**config.mk**
```make
export PLATFORM = sky130hd
export DESIGN_NAME = lru_block_cache_directory
export DESIGN_NICKNAME = d
export VERILOG_FILES = /design/src/rtl/lbcd_pkg.sv /design/src/rtl/lru_block_cache_directory.sv
export SDC_FILE = /design/constraint.sdc
export NUM_CORES = 2
export LEC_CHECK = 0
export ABC_AREA = 0
export BUFFER_PORTS_ARGS = -buffer_cell sky130_fd_sc_hd__buf_2
export CORE_MARGIN = 8
export CORE_UTILIZATION = 55
export DETAILED_ROUTE_END_ITERATION = 12
export PLACE_DENSITY = 0.75
export REMOVE_ABC_BUFFERS = 1
export SYNTH_ARGS = -nofsm -noshare
export SYNTH_HDL_FRONTEND = slang
export SYNTH_SLANG_ARGS = --single-unit
export TNS_END_PERCENT = 1
```
**constraint.sdc**
```tcl
create_clock -name i_clk -period 17.1 [get_ports i_clk]
set_input_delay 2.565 -clock i_clk [delete_from_list [all_inputs] [get_ports i_clk]]
set_output_delay 2.565 -clock i_clk [all_outputs]
set_load 0.05 [all_outputs]
```
**src/rtl/lbcd_pkg.sv**
```systemverilog
// ----------------------------------------------------------------------------
// lbcd_pkg
// types and constants shared by the block cache directory
// ----------------------------------------------------------------------------
`default_nettype none

package lbcd_pkg;

    typedef enum logic [1:0] {
        CMD_ACCESS = 2'd0,
        CMD_FILL   = 2'd1,
        CMD_FLUSH  = 2'd2,
        CMD_RSVD   = 2'd3
    } t_cmd;

    typedef enum logic [2:0] {
        ST_OK        = 3'd0,
        ST_FILL      = 3'd1,
        ST_PAST_END  = 3'd2,
        ST_FILL_FAIL = 3'd3,
        ST_PROTOCOL  = 3'd4
    } t_status;

    localparam logic [0:0] REG_BLOCK_SIZE_LOG2 = 1'd0;
    localparam logic [0:0] REG_BLOCKS_IN_USE   = 1'd1;

    localparam int MAX_SHIFT = 16;

endpackage

`default_nettype wire

```
**src/rtl/lru_block_cache_directory.sv**
```systemverilog
// ----------------------------------------------------------------------------
// lru_block_cache_directory
// tag search, lru victim choice and fill bookkeeping of a block cache
// ----------------------------------------------------------------------------
// Each command word is handled alone. An access walks the slots one per cycle
// through a single tag comparator; on a miss a second walk looks for the first
// invalid slot while tracking the lowest age through one shared compare. The slot
// walk through the shared comparator sets how long an access takes, which grows
// with the number of slots in use. The result register frees the input side once
// the word has been taken.
`default_nettype none

module lru_block_cache_directory #(
    parameter int MAX_SLOTS = 16
) (
    input  wire logic        i_clk,
    input  wire logic        i_rst_n,
    input  wire logic        i_cfg_we,
    input  wire logic [0:0]  i_cfg_index,
    input  wire logic [4:0]  i_cfg_data,
    input  wire logic        i_valid,
    output logic             o_ready,
    input  wire logic [1:0]  i_cmd,
    input  wire logic [31:0] i_byte_offset,
    input  wire logic [15:0] i_request_len,
    input  wire logic        i_fill_ok,
    input  wire logic [16:0] i_fill_len,
    output logic             o_valid,
    input  wire logic        i_ready,
    output logic [2:0]       o_status,
    output logic [3:0]       o_slot,
    output logic [31:0]      o_fill_address,
    output logic [15:0]      o_in_block,
    output logic [15:0]      o_chunk_len,
    output logic [31:0]      o_hit_count,
    output logic [31:0]      o_miss_count,
    output logic [31:0]      o_fill_byte_count
);
    import lbcd_pkg::*;

    localparam int SW = (MAX_SLOTS > 1) ? $clog2(MAX_SLOTS) : 1;
    localparam int CW = $clog2(MAX_SLOTS + 1);

    typedef enum logic [2:0] {
        S_IDLE, S_SEARCH, S_VICTIM, S_SERVE, S_OUT
    } t_state;

    t_state r_state;
    logic [4:0] r_bsl, r_biu;
    logic [31:0] r_tag [MAX_SLOTS];
    logic [16:0] r_len [MAX_SLOTS];
    logic [31:0] r_age [MAX_SLOTS];
    logic [MAX_SLOTS-1:0] r_vld;
    logic [31:0] r_clock, r_hits, r_miss, r_fbytes;
    logic r_pend;
    logic [SW-1:0] r_pslot;
    logic [31:0] r_pblock;
    logic [15:0] r_pinb, r_preq;

    logic [31:0] r_blk;
    logic [15:0] r_inb, r_req;
    logic [SW-1:0] r_idx, r_best;
    logic [31:0] r_bage;
    logic [CW-1:0] r_n;
    logic [16:0] r_slen;

    logic [4:0] sh;
    logic [CW-1:0] n_slots;
    logic [16:0] bsize;
    logic last;
    logic [SW-1:0] victim;

    always_comb begin
        sh = (r_bsl > 5'(MAX_SHIFT)) ? 5'(MAX_SHIFT) : r_bsl;
        bsize = 17'd1 << sh;
        if (r_biu == 5'd0) n_slots = CW'(1);
        else if (32'(r_biu) > 32'(MAX_SLOTS)) n_slots = CW'(MAX_SLOTS);
        else n_slots = CW'(r_biu);
        last = (CW'(r_idx) + CW'(1)) >= r_n;
        if (!r_vld[r_idx]) victim = r_idx;
        else if (r_idx == '0 || r_age[r_idx] < r_bage) victim = r_idx;
        else victim = r_best;
    end

    assign o_ready = (r_state == S_IDLE);

    always_ff @(posedge i_clk) begin
        if (!i_rst_n) begin
            r_state <= S_IDLE;
            r_bsl <= 5'd9;
            r_biu <= 5'd16;
            r_vld <= '0;
            r_clock <= '0;
            r_hits <= '0;
            r_miss <= '0;
            r_fbytes <= '0;
            r_pend <= 1'b0;
            r_pslot <= '0;
            r_pblock <= '0;
            r_pinb <= '0;
            r_preq <= '0;
            o_valid <= 1'b0;
            for (int k = 0; k < MAX_SLOTS; k++) begin
                r_len[k] <= '0;
                r_age[k] <= '0;
            end
        end else begin
            if (i_cfg_we) begin
                if (i_cfg_index == REG_BLOCK_SIZE_LOG2) r_bsl <= i_cfg_data;
                else r_biu <= i_cfg_data;
            end
            unique case (r_state)
                S_IDLE: begin
                    if (i_valid) begin
                        o_fill_address <= '0;
                        o_chunk_len <= '0;
                        r_n <= n_slots;
                        r_idx <= '0;
                        r_blk <= i_byte_offset >> sh;
                        if (i_cmd == CMD_ACCESS && !r_pend && i_request_len != 16'd0) begin
                            r_inb <= 16'(i_byte_offset & ((32'd1 << sh) - 32'd1));
                            r_req <= i_request_len;
                            r_state <= S_SEARCH;
                        end else if (i_cmd == CMD_FILL && r_pend) begin
                            r_pend <= 1'b0;
                            o_slot <= 4'(r_pslot);
                            o_in_block <= r_pinb;
                            r_inb <= r_pinb;
                            r_req <= r_preq;
                            if (i_fill_ok) begin
                                r_slen <= (i_fill_len > bsize) ? bsize : i_fill_len;
                                r_len[r_pslot] <= (i_fill_len > bsize) ? bsize : i_fill_len;
                                r_tag[r_pslot] <= r_pblock;
                                r_vld[r_pslot] <= 1'b1;
                                r_miss <= r_miss + 32'd1;
                                r_fbytes <= r_fbytes
                                    + 32'((i_fill_len > bsize) ? bsize : i_fill_len);
                                r_clock <= r_clock + 32'd1;
                                r_age[r_pslot] <= r_clock + 32'd1;
                                r_state <= S_SERVE;
                            end else begin
                                o_status <= ST_FILL_FAIL;
                                r_state <= S_OUT;
                            end
                        end else if (i_cmd == CMD_FLUSH) begin
                            r_vld <= '0;
                            r_pend <= 1'b0;
                            for (int k = 0; k < MAX_SLOTS; k++) begin
                                r_len[k] <= '0;
                                r_age[k] <= '0;
                            end
                            o_status <= ST_OK;
                            o_slot <= '0;
                            o_in_block <= '0;
                            r_state <= S_OUT;
                        end else begin
                            o_status <= ST_PROTOCOL;
                            o_slot <= '0;
                            o_in_block <= '0;
                            r_state <= S_OUT;
                        end
                    end
                end
                S_SEARCH: begin
                    o_in_block <= r_inb;
                    if (r_vld[r_idx] && r_tag[r_idx] == r_blk) begin
                        r_hits <= r_hits + 32'd1;
                        r_clock <= r_clock + 32'd1;
                        r_age[r_idx] <= r_clock + 32'd1;
                        r_slen <= r_len[r_idx];
                        o_slot <= 4'(r_idx);
                        r_state <= S_SERVE;
                    end else if (last) begin
                        r_idx <= '0;
                        r_best <= '0;
                        r_bage <= '1;
                        r_state <= S_VICTIM;
                    end else begin
                        r_idx <= r_idx + SW'(1);
                    end
                end
                S_VICTIM: begin
                    if (!r_vld[r_idx] || last) begin
                        r_vld[victim] <= 1'b0;
                        r_len[victim] <= '0;
                        r_pend <= 1'b1;
                        r_pslot <= victim;
                        r_pblock <= r_blk;
                        r_pinb <= r_inb;
                        r_preq <= r_req;
                        o_status <= ST_FILL;
                        o_slot <= 4'(victim);
                        o_fill_address <= r_blk << sh;
                        r_state <= S_OUT;
                    end else begin
                        if (r_idx == '0 || r_age[r_idx] < r_bage) begin
                            r_bage <= r_age[r_idx];
                            r_best <= r_idx;
                        end
                        r_idx <= r_idx + SW'(1);
                    end
                end
                S_SERVE: begin
                    if (17'(r_inb) >= r_slen) begin
                        o_status <= ST_PAST_END;
                    end else begin
                        o_status <= ST_OK;
                        o_chunk_len <= ((r_slen - 17'(r_inb)) > 17'(r_req))
                            ? r_req : 16'(r_slen - 17'(r_inb));
                    end
                    r_state <= S_OUT;
                end
                S_OUT: begin
                    if (!o_valid) begin
                        o_valid <= 1'b1;
                        o_hit_count <= r_hits;
                        o_miss_count <= r_miss;
                        o_fill_byte_count <= r_fbytes;
                    end else if (i_ready) begin
                        o_valid <= 1'b0;
                        r_state <= S_IDLE;
                    end
                end
                default: r_state <= S_IDLE;
            endcase
        end
    end

    a_ready_idle: assert property (@(posedge i_clk) disable iff (!i_rst_n)
        o_valid |-> !o_ready) else $error("ready while result held");
    a_fill_miss: assert property (@(posedge i_clk) disable iff (!i_rst_n)
        (o_valid && o_status == ST_FILL) |-> r_pend) else $error("fill not pending");
    a_clock_step: assert property (@(posedge i_clk) disable iff (!i_rst_n)
        (r_clock != $past(r_clock)) |-> (r_clock == $past(r_clock) + 32'd1))
        else $error("clock jumped");

endmodule

`default_nettype wire

```
==> flow_summary_export.csv <==
group,metric,value,unit
sta,slew_headroom,7.82,%
logic_synthesis,yosys_warnings,0,
setup_path,critPathBufInv,5,
drt,wl_per_cell,26.6,um
hold_path,min_to,"o_miss_count[8]",
clock_tree,cts_hold_buf,0,
setup_path,end_kind,"register",
placed_design,dpl_cell_area,0.0850,mm^2
drt,via_count,52445,
setup_path,worstSetupStartpoint,"r_bsl[4]",
grt,grt_use_met2,42.2,%
setup_path,worstSetupPathType,"reg2reg",
logic_synthesis,yosysMostFrequentCell,"edfxtp_1",
grt,grt_pass1_vias,51892,
sta,hold_viol,0,
drt,first_pass_iters,6,
setup_path,slowest_delay,0.91,ns
setup_path,slowest_stage,"nand2_2",
setup_path,rr_endpoint,"r_fbytes[20]",
finish,area_growth,11.7,%
logic_synthesis,yosysUniqueCellTypes,88,
drt,vias_per_cell,6.35,
logic_synthesis,synth-async-reset-ratio,0,%
die,die_x,401,um
grt,grt-busiest-layer,"met2",
placed_design,hpwl,136,mm
logic_synthesis,syn-cell-area,0.0814,mm^2
power,p_per_area,111,mW/mm^2
finish,fin_area,0.0909,mm^2
setup_path,start_kind,"register",
die,die_h,401,um
logic_synthesis,ys_seq_area_share,64.3,%
grt,grt_overflow,0,
clock_tree,path_clk_slew,0.06,ns
setup_path,crit_family,"compound AO/OA/AOI/OAI gates",
run_status,status,"finished, final reports clean",
clock_tree,clock_latency,0.84,ns
finish,final_nets,6353,
setup_path,cp_data_arrival_time,9.04,ns
power,fin_total_pwr,10.1,mW
sta,rsz0062_at_grt,"no",
sta,finalWorstSetupSlack,8.73,ns
setup_path,reg2regPathDepth,28,
drt,drt_iter0_drc,6312,
sta,timing.fmax,119,MHz
logic_synthesis,yosysTopAreaCell,"edfxtp_1",
hold_path,hp-start,"r_miss[8]",
logic_synthesis,syn_inst,5997,
grt,use_met3,6.39,%
setup_path,r2r-start,"r_bsl[4]",
hold_path,holdPathStages,0,
die,core,0.147,mm^2
grt,antenna_found_initial,15,
sta,worst_slew_pin_slew,1.37,ns
logic_synthesis,synth.top_cell.area_share,58.6,%
power,power.leakage,31.8,nW
finish,drive_gt1_share,18.5,%
setup_path,required,17.76,ns
grt,use_met1,36.5,%
logic_synthesis,synth_common_cells,"edfxtp_1, nor2_1, nand2_1, mux4_2, clkbuf_1",
sta,setup_viol,0,
sta,setup_tns,0,ns
placed_design,place_inst,7909,
grt,grt.total_usage,26.6,%
run,drv_cap,0,
logic_synthesis,synth.avg_cell_area,13.6,um^2
grt,grt_max_degree,156,
logic_synthesis,synth.area.top_cells,"edfxtp_1, mux4_2, dfxtp_1",
hold_path,hp-class,"reg2reg",
setup_path,reg2reg_slack,8.73,ns
sta,skew,0.0496,ns
drt,drt_wl_total,220,mm
placed_design,gp_congestion,0.935,
drt,drc,0,
placed_design,io_buffers,247,
clock_tree,cts_num_sinks,1820,
die,ios,248,
sta,period_needed,8.37,ns
die,start_util,55.3,%
clock_tree,htreeDepth,4,
clock_tree,cts-buffers-inserted,181,
die,die-area,0.161,mm^2
grt,grt_pass1_wl,328,mm
logic_synthesis,synth_enable_flop_cells,1589,
placed_design,place_worst_setup_slack,8.70,ns
setup_path,crit_path_frequent_cell,"a21o_1",
logic_synthesis,ys_ff_latch,1820,
clock_tree,cts_tree,"yes",
finish,final_cells,8262,
clock_tree,ctsResizeCount,0,
sta,post-route-period-util,49.0,%
logic_synthesis,synth-main-ff-cell,"edfxtp_1",
power,peakVddDrop,0.108,mV
die,num_rows,141,
setup_path,cp_max_fo,85,
clock_tree,post_cts_buffers,0,
sta,finalMaxSlewViolations,0,
clock_tree,clock_path_buffers,3,
clock_tree,root_buffer,"clkbuf_16",
drt,ant_nets,0,
## worst max path at each step
stage                   endpoint  slack, ns  depth (start not counted)
floorplan              r_bage[0]      -0.38                         10
global placement    r_fbytes[20]       8.76                         24
detailed placement  r_fbytes[30]       8.70                         24
CTS                 r_fbytes[20]       8.83                         28
global route        r_fbytes[20]       8.17                         28
finish              r_fbytes[20]       8.73                         28
## layout by cell type (no fill, tap or decap), drive strengths merged, types with 45 or more instances in the layout
cell type,synthesis,final
mux2i,271,271
clkbuf,294,244
nor2,1033,1033
nand2b,69,69
edfxtp,1589,1589
nand4,45,45
a21oi,291,291
xnor2,93,93
o21ai,136,136
clkinv,2,73
nand3,86,86
nor3,64,64
a211oi,53,53
xor2,46,46
buf,98,374
mux4,346,346
inv,171,179
dfxtp,231,231
nand2,430,430
ha,110,110
## kinds of logic after synthesis
kind of cell    after synthesis  synth area share (%)
simple gates               1985                  10.7
flops                      1820                  64.3
compound gates              724                  5.47
mux                         652                  13.4
buf+inv                     565                  2.86
xor+xnor                    139                  1.50
fa+ha+maj                   112                  1.74
## worst reg2reg max path, delay by kind of cell (launching register included)
family	cells	cell delay (ns)
compound gates	12	3.36
xor+xnor	1	0.20
fa+ha+maj	3	0.85
buf+inv	5	1.53
flops	1	0.33
mux	1	0.35
simple gates	6	1.61
## layer usage
metal	wire, um	share of wire (%)
met1	86500	39
met2	103000	47
met3	23400	11
met4	6480	2.9
met5	13	0.0059
## registers in the layout, summed over array words and instances (netlist names), 17 cells and up, named ones only
signal and count:
o_fill_address 32, o_fill_byte_count 32, o_hit_count 32, o_miss_count 32, r_age 512, r_bage 32
r_blk 32, r_clock 32, r_fbytes 32, r_hits 32, r_len 272, r_miss 32
r_pblock 32, r_slen 17, r_tag 512
## metrics by stage
stage	hold WS, ns	utilization (%)
finish	0.436	61.7
global route	0.452	61.7
CTS	0.436	61.7
detailed placement	0.420	57.7
global placement	0.419	57.7
floorplan	0.408	-
## cell type report
cell class / instances / area, um^2
diodes: 10 / 25.0
clock buffers: 244 / 5000
clock inverters: 99 / 925
fillers: 10708 / 56400
inverters: 173 / 657
multi-input cells: 3612 / 27300
flip-flops and latches: 1820 / 52400
well taps: 1930 / 2410
repair buffers: 374 / 2240
## where the power goes
part | switching (mW) | total [mW] | leakage, nW | internal [mW]
Clock | 1.73 | 3.95 | 2.89 | 2.22
Combinational | 0.680 | 1.09 | 11.3 | 0.406
Sequential | 0.0899 | 5.04 | 17.6 | 4.95
Total | 2.50 | 10.1 | 31.8 | 7.58
(Power assumes the default switching activity.)
